<file path="src/design/pdt_ram.sv">
// generic single write port ram with registered read
module pdt_ram #(
  parameter int WIDTH = 8,
  parameter int DEPTH = 16
) (
  input  logic                     clk,
  input  logic                     we,
  input  logic [$clog2(DEPTH)-1:0] waddr,
  input  logic [WIDTH-1:0]         wdata,
  input  logic [$clog2(DEPTH)-1:0] raddr,
  output logic [WIDTH-1:0]         rdata
);

  logic [WIDTH-1:0] mem [DEPTH];

  always_ff @(posedge clk) begin
    if (we) begin
      mem[waddr] <= wdata;
    end
    rdata <= mem[raddr];
  end

endmodule

</file>
<file path="config.mk">
export PLATFORM = sky130hd
export DESIGN_NAME = pdt_ram
export DESIGN_NICKNAME = d
export VERILOG_FILES = /design/src/design/pdt_ram.sv
export SDC_FILE = /design/constraint.sdc
export NUM_CORES = 1
export LEC_CHECK = 0
export BUFFER_PORTS_ARGS = -buffer_cell sky130_fd_sc_hd__buf_2
export CAP_MARGIN = 30
export CORE_ASPECT_RATIO = 0.8
export CORE_UTILIZATION = 54
export CTS_BUF_LIST = sky130_fd_sc_hd__clkbuf_16
export DETAILED_ROUTE_END_ITERATION = 7
export PLACE_DENSITY = 0.74
export SLEW_MARGIN = 20
export SYNTH_ARGS = -nofsm -noshare
export SYNTH_HDL_FRONTEND = slang
export SYNTH_SLANG_ARGS = --single-unit
</file>
<file path="constraint.sdc">
create_clock -name clk -period 1.77 [get_ports clk]
set_clock_uncertainty 0.05 [all_clocks]
set_input_delay 0.354 -clock clk [delete_from_list [all_inputs] [get_ports clk]]
set_output_delay 0.354 -clock clk [all_outputs]
set_load 0.005 [all_outputs]
</file>
Word level (Yosys, flattened, before mapping)
Memory sizes are Yosys's and may differ from the RTL's. A register that Yosys moved wholly into a read port is not among the register bits.
Cells that the tools add are included.
{ "op_classes": {"muxes": 2} }
{ "ops": {"columns": ["op", "n"], "rows": [
  ["two-way mux 1 bit", 2]
]} }
{ "totals": {"out_inout_bits": 8, "register_bits": 0, "n_memories": 1, "wordCells": 3, "inputBits": 18, "ram_bits": 128} }
{ "memory_table": {"columns": ["memory", "depth", "word_bits", "rd", "rd_clocked_by_memory_dff", "write_ports", "line_no", "source"], "rows": [
  ["mem", 16, 8, 1, 1, 1, "14", "logic [WIDTH-1:0] mem [DEPTH];"]
]} }

Depth between registers and ports, before layout
Gate-level depths: netlist (run 1).
{ "depth": {"ltp_word": 2, "mapped_depth": 5, "mapped_depth_nobuf": 3} }

Least setup slack after synthesis (run 1)
OpenSTA, ideal clock, no wires.
{ "synth_path": {"path_type": "input -> register", "start": "in waddr[2]", "end": "mem mem[0][0] (enable)", "required_ns": 1.337, "n_path_buf": 0, "setup_ns": 0.383, "path_stages": 2, "setup_slack_ns": -0.127, "arrival_time_ns": 1.464, "cell_sequence": "or3b_2 nor3_1"} }
{ "synth_rtl": {"columns": ["element", "line_no", "source"], "rows": [
  ["start: declaration", "8", "input logic [$clog2(DEPTH)-1:0] waddr,"],
  ["end: declaration", "14", null]
]} }
Straight into the memory's write port.

==> results of run 1 <==
worst reg2reg max path: stages, from the launching register on:
cell,delay [ns]
edfxtp_1,0.37
mux4_2,0.47
a22oi_1,0.32
nand2_1,0.09
final cells by class:
| type | count | share of cell area [%] |
|---|---|---|
| Clock buffer | 17 | 7.03 |
| Clock inverter | 15 | 1.90 |
| Multi-Input combinational cell | 83 | 17.6 |
| Sequential cell | 136 | 66.2 |
| Tap cell | 115 | 2.38 |
| Timing Repair Buffer | 45 | 4.96 |
Yosys cell counts, drive strengths merged:
master / number
edfxtp: 128
mux4: 32
a22oi: 16
nor2: 13
nand2: 9
dfxtp: 8
buf: 7
nor3: 4
clkdlybuf4s25: 3
nand2b: 2
nand3b: 2
and2: 1
and2b: 1
nand3: 1
nor2b: 1
or3b: 1
flip-flops by register name (all words and copies together), names as in the netlist:
register and cells:
rdata 8, mem 128
power by group:
group	leakage, nW	internal [W]	switching, W
combinational	0.586	0.000146	0.000185
sequential	1.22	0.00360	0.0000225
clock	0.253	0.00190	0.00125
layer usage:
layer  vias up  GRT usage [%]  part of all wire [%]
li1       1082              -                     -
met3        13           6.17                   7.5
met1      1308           29.7                    42
met5         -              0                     0
met4         0           9.34                   1.4
met2        96           34.9                    49
per-stage QoR:
| stage | area (um^2) | std cells | utilization (%) | setup WS [ns] | TNS [ns] |
|---|---|---|---|---|---|
| finish | 6050 | 411 | 66.1 | 0.359 | 0 |
| global route | 6050 | 411 | 66.1 | 0.324 | 0 |
| CTS | 6050 | 411 | 66.1 | 0.373 | 0 |
| detailed placement | 5510 | 379 | 60.2 | -0.0477 | -0.0608 |
| global placement | 5510 | 379 | 60.2 | -0.0101 | -0.0101 |
| floorplan | 5150 | 229 | - | 0.0999 | 0 |
path summary, 6_finish.rpt:
check / start / depth (start not counted) / to
max reg2reg: mem[2][7] / 3 / rdata[7]
max: mem[2][7] / 3 / rdata[7]
min: wdata[0] / 1 / mem[14][0]
min reg2reg: mem[4][3] / 3 / rdata[3]
layout by cell type (no fill, tap or decap), types with 2 or more instances in the layout:
cell / count
nand2_1: 9
dfxtp_1: 8
clkbuf_16: 17
buf_12: 2
buf_2: 25
edfxtp_1: 128
clkinvlp_4: 6
buf_4: 18
clkinv_2: 4
mux4_2: 18
nand3b_1: 2
clkinv_1: 2
nor2_1: 13
nand2b_1: 2
a22oi_1: 16
mux4_1: 14
nor3_1: 3
logic make-up after synthesis:
logic type,Yosys count,share of synthesized area [%]
AND/OR/NAND/NOR,35,3.18
buffers and inverters,10,1.68
multiplexers,32,15.0
AO/OA/AOI/OAI,16,2.33
flip-flops,136,77.8
==> metrics.txt, run 1 <==
status=complete, but fails checks; failing checks=DRC; TritonCTS Sinks=136; Mean Syn Cell Area=~22 um^2; Starting Density=a little under three fifths; pwr/cell area=1170 nW/um^2; # Max-Cap Violations=0; Max-slew headroom=52.2%; share of layout cells above drive strength 1=between 30% and 40%; IO buf count=25; crit path kind=reg -> reg; Worst Max-Slew Pin Slew=slightly above 0.7 ns; fin crit share=79.7%; synthesis warning total=0; GRT overflow=0; Die X=111 um; Reg clk slew, reported paths=roughly 0.060 ns; Final nets=301; Slew Limit Fails=0; antenna viol nets, final=0; Die ar.=9930 um^2; Synth Register Bits=136; hold slack=0.288 ns; Skew-Pair Late Insertion Delay=0.41 ns; cell with the largest stage delay on the worst path=mux4_2; total power=a little over 0.007 W; crit path cell chain=mux4_2, a22oi_1, nand2_1; Unique masters post-synth=19; largest net degree at the start of global routing=33; post-CTS sizing=0; setup repair bufs after CTS=0; total number of vias=2499; first-pass GRT wire length=14900 um; Rows=31; mapped cell area=5150 um^2; Layout area overhead=17.5%; DRC=9; HP Class=in -> reg; boundary pin count=26; Seq/Total Area, Yosys=just under 80%; CP required=2.01 ns; flop2flop setup slack=~0.36 ns; Num CTS Buffers=17; CTS tree=done; routed vias/inst=approximately 6.1; FILL cells=a little under 600; maximum clock rate=709 MHz; # hold bufs at CTS=0; GP Congestion=0.735; n_diodes=0; Yosys top cell area share=74.7%; crit path launch type=register; chip height=89.3 um; Post-Synthesis Cells=roughly 230; Post-Route WL=9720 um; crit-path leading delay family=multiplexers; Root Driver=clkbuf_16; drt pass-1 iters=7; unrepaired setup endpoints after global routing=false; DR iter-0 viols=201; post-layout minimum cycle time=1.41 ns; Arrival @ worst endpoint=between 1.5 and 2 ns; crit end category=register; Register Area=roughly 4000 um^2; core area=9150 um^2; H-Tree Depth=4; multi-input logic area=1060 um^2; final hold violation count=0; Worst Path Buf+Inv=0; Leak=2.06 nW; ranking of synthesized cells by area=edfxtp_1 75%, mux4_2 7.9%, mux4_1 7.1%, dfxtp_1 3.1%, a22oi_1 2.3%; hpwl dp=6090 um; number of global-route vias before repair=roughly 2600; routed len/inst=around 24 um; VDD IR-drop max=0.591 mV; GRT Util Overall=22.1%; final setup violation count=0; Max Root-Sink Buffers=2; crit path max fanout=1; Synth area leader=edfxtp_1; initial antenna violation count=0; Post-Syn Nets=247; Slowest Stage Delay on Critical Path=0.47 ns
Note: power is estimated with default switching activity, not from simulation.
==> inputs of run 2 (changes only) <==
CORE_UTILIZATION = 55   (was 54)
PLACE_DENSITY = 0.73   (was 0.74)
clock period = 1.43 ns   (was 1.77 ns; I/O delays follow)
==> metrics.txt, run 2 (synthesis results as in run 1) <==
status=complete, no violations; FILL cells=559 (-4.6%); Die X=110 um (-0.90%); Critical Path Source=mem[9][2]; Worst Min Path Start=wdata[5]; Root Driver=clkbuf_16; maximum clock rate=715 MHz (+0.87%); Rows=31 (unchanged); Skew-Pair Late Insertion Delay=0.41 ns (about the same); most frequent cells in the layout=128 x edfxtp_1, 25 x buf_2, 20 x buf_4; Top Registers=mem (128), rdata (8); IO buf count=25 (unchanged); Worst Max-Slew Pin Slew=0.755 ns (+0.0399 ns); Biggest register=mem; GP Congestion=0.735 (about the same); antenna viol nets, final=0 (unchanged); WHS Path Cells=1 (unchanged); total number of vias=2544 (+1.8%); VDD IR-drop max=1.04 mV (+76%); boundary pin count=26 (unchanged); routed vias/inst=6.09 (about the same); largest net degree at the start of global routing=22 (-33%); crit path max fanout=1 (unchanged); core area=9080 um^2 (-0.85%); crit end category=register; hpwl dp=6290 um (+3.2%); Die ar.=9750 um^2 (-1.8%); post-layout minimum cycle time=1.40 ns (-0.0122 ns); Leak=2.19 nW (+6.0%); HP Class=in -> reg; TritonCTS Sinks=136 (unchanged); final setup violation count=0 (unchanged); Slew Limit Fails=0 (unchanged); CP required=1.66 ns (-0.35 ns); share of layout cells above drive strength 1=36.0% (+4.2 points); chip height=88.5 um (-0.89%); setup repair bufs after CTS=0 (unchanged); H-Tree Depth=4 (unchanged); Post-Route WL=10300 um (+6.4%); sum of negative setup slack=0 ns (unchanged); post-route setup slack=0.0314 ns (-0.328 ns); Place WS=-0.310 ns (-0.263 ns); DRC=0 (-9); Layout area overhead=22.8%; Num CTS Buffers=17 (unchanged); DR iter-0 viols=258 (+28%); Final nets=308 (+2.3%); n_diodes=0 (unchanged); Starting Density=56.7% (+0.48 points); # hold bufs at CTS=0 (unchanged); multi-input logic area=1100 um^2 (+3.9%); Arrival @ worst endpoint=1.63 ns (-0.02 ns); Max Root-Sink Buffers=2 (unchanged); # Max-Cap Violations=0 (unchanged); most common cell after layout, fill and taps aside=edfxtp_1; unrepaired setup endpoints after global routing=false; pwr/cell area=1540 nW/um^2 (+31%); crit path kind=reg -> reg; crit path launch type=register; Register Area=4000 um^2 (unchanged); worst flop-to-flop path startpoint=mem[9][2]; Max-slew headroom=49.5% (-2.7 points); final hold violation count=0 (unchanged); first-pass GRT wire length=15200 um (+1.9%); initial antenna violation count=0 (unchanged); routed len/inst=24.7 um (+4.6%); CTS tree=done; Reg clk slew, reported paths=0.06 ns (about the same); R2R depth=3 (unchanged); GRT Util Overall=24.1% (+2.1 points); number of global-route vias before repair=2550 (-0.35%); drt pass-1 iters=5 (-2); max reg flops=128 (unchanged); GRT overflow=0 (unchanged); fin crit share=97.8% (+18 points)
run 2: worst paths after layout:
check,endpoint,slack (ns)
worst min register to register,rdata[5],0.63
worst min-delay path,mem[15][5],0.21
worst max-delay path,rdata[2],0.03
worst max register to register,rdata[2],0.03
run 2: report_power, final:
group / switching, W / internal, W / leakage, nW
logic: 0.000245 / 0.000205 / 0.644
registers: 0.0000304 / 0.00446 / 1.22
clock network: 0.00155 / 0.00324 / 0.319
total: 0.00182 / 0.00791 / 2.19
run 2: area by class of cell:
class	instances	share of cell area, %
clock buffer	17	6.73
clock inverter	15	3.66
multi-input combinational	83	17.5
sequential	136	63.3
tap	115	2.28
timing repair buffer	52	6.57
run 2: worst max-delay path, stage by stage (launching register included):
cell and delay (ns):
edfxtp_1 0.36, mux4_1 0.55, a22oi_2 0.23, nand2_1 0.09
run 2: metrics by stage:
step / cell area (um^2) / hold WS (ns) / total power [W] / std cells / utilization [%]
CTS: 6320 / 0.205 / 0.00979 / 418 / 69.6
global placement: 5660 / 0.608 / 0.00500 / 386 / 62.3
detailed placement: 5660 / 0.610 / 0.00502 / 386 / 62.3
floorplan: 5190 / 0.335 / 0.00479 / 229 / -
finish: 6320 / 0.210 / 0.00973 / 418 / 69.7
global route: 6320 / 0.210 / 0.0100 / 418 / 69.7
run 2: per-layer routing:
layer | global-route usage, % | share of wire [%] | routed length [um] | up-vias
met3 | 7.51 | 8.3 | 854 | 7
met5 | 0 | 0 | 0 | -
li1 | - | - | - | 1101
met4 | 7.89 | 0.69 | 71 | 0
met1 | 34.1 | 43 | 4430 | 1316
met2 | 36.5 | 48 | 4980 | 120
run 2: what timing repair did:
| item | CTS | global route |
|---|---|---|
| resized for setup | 1 | 1 |
| pin swaps | 0 | 0 |
| setup endpoints to repair | 1 | 1 |
