`config.mk`:
```
export PLATFORM = sky130hd
export DESIGN_NAME = pdt_dist_unit
export DESIGN_NICKNAME = d
export VERILOG_FILES = /design/src/design/pdt_pkg.sv /design/src/design/pdt_dist_unit.sv
export SDC_FILE = /design/constraint.sdc
export NUM_CORES = 1
export LEC_CHECK = 0
export BUFFER_PORTS_ARGS = -buffer_cell sky130_fd_sc_hd__buf_2
export CORE_MARGIN = 1
export CORE_UTILIZATION = 39
export DETAILED_ROUTE_END_ITERATION = 8
export GPL_ROUTABILITY_DRIVEN = 1
export GPL_TIMING_DRIVEN = 0
export HOLD_SLACK_MARGIN = 0.03
export SKIP_CTS_REPAIR_TIMING = 1
export SLEW_MARGIN = 10
export SYNTH_ARGS = -nofsm -noshare
export SYNTH_HDL_FRONTEND = slang
export SYNTH_SLANG_ARGS = --single-unit
```
`constraint.sdc`:
```
create_clock -name clk -period 13 [get_ports clk]
set_input_delay 0.65 -clock clk [delete_from_list [all_inputs] [get_ports clk]]
set_output_delay 0.65 -clock clk [all_outputs]
set_load 0.02 [all_outputs]
```
`src/design/pdt_pkg.sv`:
```
// shared constants, types and codes for the pairwise distance table
package pdt_pkg;

  localparam int FUNC_W     = 2;
  localparam int IDX_IN_W   = 6;
  localparam int COORD_W    = 10;
  localparam int DIST_W     = 28;
  localparam int FRAC_SHIFT = 8;

  localparam int NUM_POINTS_DEF = 64;
  localparam int COORD_MAX_DEF  = 1023;

  // dx^2 + dy^2 of two coordinates
  localparam int SUMSQ_W = 2 * COORD_W + 1;
  // root of the sum shifted up by two fraction fields
  localparam int ROOT_W  = (SUMSQ_W + 2 * FRAC_SHIFT + 1) / 2;
  localparam int RAD_W   = 2 * ROOT_W;
  localparam int REM_W   = ROOT_W + 2;

  localparam logic [DIST_W-1:0] DIAG_Q8 = DIST_W'(999999 << FRAC_SHIFT);

  typedef enum logic [FUNC_W-1:0] {
    FUNC_WRITE      = 2'd0,
    FUNC_REBUILD    = 2'd1,
    FUNC_READ_DIST  = 2'd2,
    FUNC_READ_POINT = 2'd3
  } func_t;

  typedef struct packed {
    logic               start;
    logic [COORD_W-1:0] dx;
    logic [COORD_W-1:0] dy;
  } dist_req_t;

  typedef struct packed {
    logic              done;
    logic [ROOT_W-1:0] root;
  } dist_rsp_t;

endpackage

```
`src/design/pdt_dist_unit.sv`:
```
// shared distance unit: one squarer used twice, then a bit-per-cycle square root
module pdt_dist_unit (
  input  logic               clk,
  input  logic               rst,
  input  pdt_pkg::dist_req_t req,
  output pdt_pkg::dist_rsp_t rsp
);
  import pdt_pkg::*;

  localparam int CNT_W = $clog2(ROOT_W);

  typedef enum logic [3:0] {
    U_IDLE = 4'b0001,
    U_SQX  = 4'b0010,
    U_SQY  = 4'b0100,
    U_ROOT = 4'b1000
  } ustate_t;

  ustate_t                state;
  logic [COORD_W-1:0]     dx_q;
  logic [COORD_W-1:0]     dy_q;
  logic [COORD_W-1:0]     mul_op;
  logic [2*COORD_W-1:0]   prod;
  logic [SUMSQ_W-1:0]     acc;
  logic [RAD_W-1:0]       rad;
  logic [REM_W-1:0]       rem;
  logic [REM_W-1:0]       rem_sh;
  logic [REM_W-1:0]       trial;
  logic [REM_W-1:0]       rem_sub;
  logic [ROOT_W-1:0]      root;
  logic [CNT_W-1:0]       cnt;
  logic                   ge;
  logic                   last;
  logic                   done;

  assign mul_op  = (state == U_SQY) ? dy_q : dx_q;
  assign prod    = (2 * COORD_W)'(mul_op) * (2 * COORD_W)'(mul_op);

  // remainder never needs more than ROOT_W bits before the shift
  assign rem_sh  = {rem[REM_W-3:0], rad[RAD_W-1 -: 2]};
  assign trial   = {root, 2'b01};
  assign ge      = (rem_sh >= trial);
  assign rem_sub = rem_sh - trial;
  assign last    = (cnt == CNT_W'(ROOT_W - 1));

  always_ff @(posedge clk) begin
    if (rst) begin
      state <= U_IDLE;
      done  <= 1'b0;
    end else begin
      done <= 1'b0;
      unique case (state)
        U_IDLE: begin
          if (req.start) begin
            state <= U_SQX;
          end
        end
        U_SQX: begin
          state <= U_SQY;
        end
        U_SQY: begin
          state <= U_ROOT;
        end
        U_ROOT: begin
          if (last) begin
            state <= U_IDLE;
            done  <= 1'b1;
          end
        end
        default: begin
          state <= U_IDLE;
        end
      endcase
    end
  end

  always_ff @(posedge clk) begin
    unique case (state)
      U_IDLE: begin
        if (req.start) begin
          dx_q <= req.dx;
          dy_q <= req.dy;
        end
      end
      U_SQX: begin
        acc <= SUMSQ_W'(prod);
      end
      U_SQY: begin
        rad  <= RAD_W'({SUMSQ_W'(acc + SUMSQ_W'(prod)), (2 * FRAC_SHIFT)'(0)});
        rem  <= '0;
        root <= '0;
        cnt  <= '0;
      end
      U_ROOT: begin
        rad  <= rad << 2;
        rem  <= ge ? rem_sub : rem_sh;
        root <= {root[ROOT_W-2:0], ge};
        cnt  <= cnt + CNT_W'(1);
      end
      default: begin
      end
    endcase
  end

  assign rsp.done = done;
  assign rsp.root = root;

endmodule

```
=== After elaboration in Yosys (flattened, before gate mapping) ===
Index checks and enable logic that the tools add are counted.
Widths: inputs -> output; s select.

* Input port bits: 23
* Output and inout bits: 20
* Register bits: 126

* Multipliers: 1
* Bitwise gates (word level): 1
* Order comparisons: 1
* Multiplexer cells: 10
* Equal/unequal tests: 7
* Reduce and logical (&&, ||, !) cells: 4
* Add/subtract/negate cells: 3

{| class="wikitable"
|+ Operators by type and width
! cell !! count
|-
| $pmux 19 s2 || 2
|-
| $pmux 38 s2 || 1
|-
| $add 20x20->21 || 1
|-
| $ge 21x21->1 || 1
|-
| $mul 10x10->20 || 1
|-
| $mux 19 || 1
|-
| $sub 19x19->19 || 1
|-
| $pmux 4 s4 || 1
|-
| $mux 10 || 1
|-
| $pmux 5 s2 || 1
|-
| $mux 4 || 2
|-
| $add 5x1->5 const B || 1
|-
| $eq 5x5->1 const B || 1
|-
| $eq 4x1->1 const B || 1
|-
| $eq 4x2->1 const B || 1
|-
| $eq 4x3->1 const B || 1
|-
| $eq 4x4->1 const B || 1
|-
| $ne 2x2->1 const B || 2
|-
| $reduce_and 2->1 || 2
|-
| $reduce_bool 2->1 || 1
|-
| $reduce_or 2->1 || 1
|-
| $mux 1 || 1
|-
| $not 1->1 || 1
|}

=== Logic depth before layout (Yosys ltp) ===
* Word-level depth: 5
* Depth in mapped cells: 33

=== Least setup slack after synthesis ===
No wires, ideal clock.

* Path kind: register to register
* Start: reg state[3]
* End: reg rad[35] (data pin)
* Path slack: 5.602 ns
* Stages on the path, launching flop included: 29
* Arrival: 7.130 ns
* Clock period less this slack: 7.398 ns
* Library setup time: 0.268 ns
* Required time: 12.732 ns
* Path through: dfxtp_1 clkbuf_1 nor4b_4 buf_2 mux2i_1 inv_1 nand2_1 fa_1 fa_1 inv_1 fa_1 fa_1 inv_1 fa_1 inv_1 ha_1 a211o_1 nor3_1 nor2_1 a31oi_1 xnor2_1 ha_1 a21oi_1 a21boi_0 o21a_1 o32ai_1 o21ai_0 xnor2_1 o21ai_0

* Cells in the longest elaborated chain, start to end: 5
* Elaborated cells on any way between the ends: 6
* Those cells by class: add/sub (1); mul (1); eq/ne (2); mux (2)

{| class="wikitable"
|+ RTL lines
! element !! RTL line !! text
|-
| start, declared || pdt_dist_unit.sv:19 || <nowiki>ustate_t state;</nowiki>
|-
| start signal, assigned || pdt_dist_unit.sv:48 || <nowiki>state <= U_IDLE;</nowiki>
|-
| start signal, assigned || pdt_dist_unit.sv:55 || <nowiki>state <= U_SQX;</nowiki>
|-
| start signal, assigned || pdt_dist_unit.sv:59 || <nowiki>state <= U_SQY;</nowiki>
|-
| $eq 4x3->1 || pdt_dist_unit.sv:36 || <nowiki>assign mul_op = (state == U_SQY) ? dy_q : dx_q;</nowiki>
|-
| $mux 10 || pdt_dist_unit.sv:36 ||
|-
| named net mul_op[0] || pdt_dist_unit.sv:22 || <nowiki>logic [COORD_W-1:0] mul_op;</nowiki>
|-
| $mul 10x10->20 || pdt_dist_unit.sv:37 || <nowiki>assign prod = (2 * COORD_W)'(mul_op) * (2 * COORD_W)'(mul_op);</nowiki>
|-
| named net prod[12] || pdt_dist_unit.sv:23 || <nowiki>logic [2*COORD_W-1:0] prod;</nowiki>
|-
| $add 20x20->21 || pdt_dist_unit.sv:89 || <nowiki>rad <= RAD_W'({SUMSQ_W'(acc + SUMSQ_W'(prod)), (2 * FRAC_SHIFT)'(0)});</nowiki>
|-
| $pmux 38 s2 || pdt_dist_unit.sv:78 || <nowiki>unique case (state)</nowiki>
|-
| end signal, assigned || pdt_dist_unit.sv:89 ||
|-
| end signal, assigned || pdt_dist_unit.sv:95 || <nowiki>rad <= rad << 2;</nowiki>
|-
| end, declared || pdt_dist_unit.sv:25 || <nowiki>logic [RAD_W-1:0] rad;</nowiki>
|}

The timed path passes the listed nets, and every way through them passes these cells. The select of a mux whose other input is x is not followed.
A chain may end at the register's enable or synchronous reset.

=== Worst setup path after layout ===
Ends and elaborated chain as after synthesis.

==> results_dict.tcl <==
set metrics [dict create \
    status "complete, no violations" \
    crit_fanout 10 \
    tns_ns 0 \
    rows 54 \
    hold_viol 0 \
    vias 5901 \
    yosysUniqueCellTypes 61 \
    post-route-min-period_ns 8.76 \
    dp.cells 1169 \
    die_h_um 151 \
    drive_above_1_share_pct 9.94 \
    grt_util_all_layers_pct 15.7 \
    synth.ff_latch_count 109 \
    max-slew-margin-rel_pct 23.5 \
    grt_max_degree 40 \
    cts_tree "done" \
    grt_first_pass_wirelength_mm 28.0 \
    io_buffers 42 \
    synthMuxAreaShare_pct 3.51 \
    rsz0062_at_grt "no" \
    syn-num-nets 1004 \
    syn_inst 843 \
    design.die.area_um2 22700 \
    synth.top_cell.area_share_pct 36.2 \
    clock_skew_ns 0.0153 \
    antenna_found_initial 0 \
    ys_warn_count 0 \
    drv_cap 0 \
    netlist_area_um2 8630 \
    cts_max_path_buffers 2 \
    start_util_pct 39.7 \
    ys_async_sr_fraction_pct 0 \
    start_kind "flop" \
    cts-root-buf "clkbuf_16" \
    ant_nets 0 \
    grt_pass1_vias 6060 \
    synth_top_family_by_area "adder cells" \
    vdd_drop_max_mv 0.199 \
    cp.arrival_ns 8.85 \
    h-tree-depth 3 \
    whs_ns 0.467 \
    synthSimpleGateAreaFrac_pct 12.3 \
    drc_errors 0 \
    p_per_area_nw_per_um2 273 \
    synth_edf_count 104 \
    max_freq_mhz 114 \
    final_cells 1185 \
    required_ns 13.10 \
    yosys.area_share.xor_xnor_pct 5.48 \
    wl_per_cell_um 13.9 \
    worst_pin_slew_ns 1.15 \
    p_leak_nw 4.28 \
    synthFlopType "edfxtp_1" \
    numCtsBuffers 9 \
    synthTopCellsByArea "edfxtp_1 (36%), ha_1 (13%), fa_1 (11%)" \
    r2r_slack_ns 4.24 \
    drt_iter0_drc 169 \
    synth_compound_area_share_pct 11.3 \
    synthAdderAreaFrac_pct 24.2 \
    pre_cts_ws_ns 4.13 \
    clk_pin_slew_ns 0.08 \
    place.gp.congestion 0.856 \
    worstSetupEndpointType "flop" \
    die_width_um 151 \
    nNetsFinal 1061 \
    routed_wirelength_mm 16.4 \
    clock_sinks 109 \
    syn_area_per_cell_um2 10.2 \
    coreArea_um2 21800 \
    setup_viol 0 \
    firstDrtPassIters 4 \
    viasPerCell 4.98 \
    hpwl_mm 13.2 \
    ios 43 \
    synth.largest_area_cell "edfxtp_1" \
    finalCritPeriodShare_pct 67.4 \
    clk_latency_ns 0.36 \
    worstSetupPathType "reg2reg" \
    report.final.slew_viol_count 0 \
    area_delta_synth_final_pct 10.6 \
    seq_area_frac_synth_pct 37.3 \
    min_path_type "in2reg" \
    grt_overflow_total 0 \
    diodes 0 \
    fin_ws_ns 4.24 \
]
==> critical path: stages, from the launching register on <==
cell      delay [ns]
dfxtp_1         0.30
clkbuf_1        0.19
nor4b_4         0.64
buf_2           0.40
mux2i_1         0.53
inv_1           0.29
nand2_1         0.22
fa_1            0.44
fa_1            0.54
inv_1           0.05
fa_1            0.50
fa_1            0.54
inv_1           0.05
fa_1            0.52
inv_1           0.04
ha_1            0.39
a211o_1         0.29
nor3_1          0.37
o311ai_0        0.31
xor2_1          0.23
ha_1            0.39
a21oi_1         0.23
nand2_1         0.08
o32ai_1         0.40
o21ai_0         0.19
xnor2_1         0.24
o21ai_0         0.10
==> state kept, by name (all words and copies together) (netlist names) <==
signal  count
acc        19
cnt         5
done        1
dx_q       10
dy_q       10
rad        22
rem        19
root       19
state       4
==> cell usage after synthesis, drive strengths merged (5+ instances only) <==
cell    instances
nand3          11
dfxtp           5
o21ai          28
o21bai          6
fa             48
a31oi           6
a211oi          6
nand2b          6
inv           115
nand4          11
nor2b          11
ha             90
nand2          68
clkbuf         12
nor3            6
nor2           95
mux2           10
or2             5
o21a            5
a21oi          51
xnor2          34
xor2           20
edfxtp        104
mux2i          19
o31ai           5
a21o           22
buf             5
==> where the power goes <==
group,total (mW),switching (mW),internal [mW],leakage [nW]
Sequential,0.531,0.00498,0.526,1.08
Clock,0.284,0.133,0.151,0.147
Combinational,1.79,1.01,0.775,3.05
==> cells by family after synthesis <==
| logic type | count (synthesis) |
|---|---|
| XOR/XNOR | 54 |
| AND/OR/NAND/NOR | 231 |
| flip-flops | 109 |
| multiplexers | 29 |
| adder cells (fa/ha/maj) | 138 |
| buffers and inverters | 132 |
| AO/OA/AOI/OAI | 150 |
==> cells in the final DEF (no fill, tap or decap), types with 12 or more instances in the layout <==
master	netlist	routed
clkbuf_1	12	12
inv_1	115	115
buf_2	1	43
o21ai_0	27	27
xnor2_1	34	34
a21oi_1	51	51
xor2_1	20	20
a21o_1	22	22
nand2_1	68	68
nor2_1	95	95
ha_1	90	90
fa_1	48	48
mux2i_1	19	19
edfxtp_1	104	104
==> stage by stage <==
| stage | utilization [%] | instance area [µm²] | total power, mW |
|---|---|---|---|
| 3_5_place_dp | 42.5 | 9250 | 2.33 |
| 2_1_floorplan | - | 8630 | 2.00 |
| 6_report | 43.9 | 9550 | 2.60 |
| 3_3_place_gp | 42.3 | 9200 | 2.32 |
| 4_1_cts | 43.9 | 9550 | 2.62 |
| 5_1_grt | 43.9 | 9550 | 2.89 |
==> final timing paths <==
check	startpoint	end	depth (start not counted)
setup / recovery	state[3]	rad[35]	26
hold reg to reg	rad[16]	rad[18]	2
hold / removal	req[14]	dx_q[4]	1
setup reg to reg	state[3]	rad[35]	26
==> layer usage <==
| metal | share of wire (%) | track usage [%] | vias to the layer above |
|---|---|---|---|
| met5 | 0 | 0 | - |
| met4 | 1.3 | 4.00 | 0 |
| met3 | 2.7 | 3.46 | 18 |
| met2 | 50 | 28.1 | 77 |
| met1 | 46 | 18.9 | 2781 |
| li1 | - | - | 3025 |
==> final cells by class <==
cell class,instances,area (µm²)
Clock inverter,7,71.3
Fill cell,2145,12200
Timing Repair Buffer,46,253
Clock buffer,9,225
Tap cell,280,350
Multi-Input combinational cell,602,4920
Sequential cell,109,3220
Inverter,115,432
Buffer,17,76.3
Power figures use the tool's default switching activity.
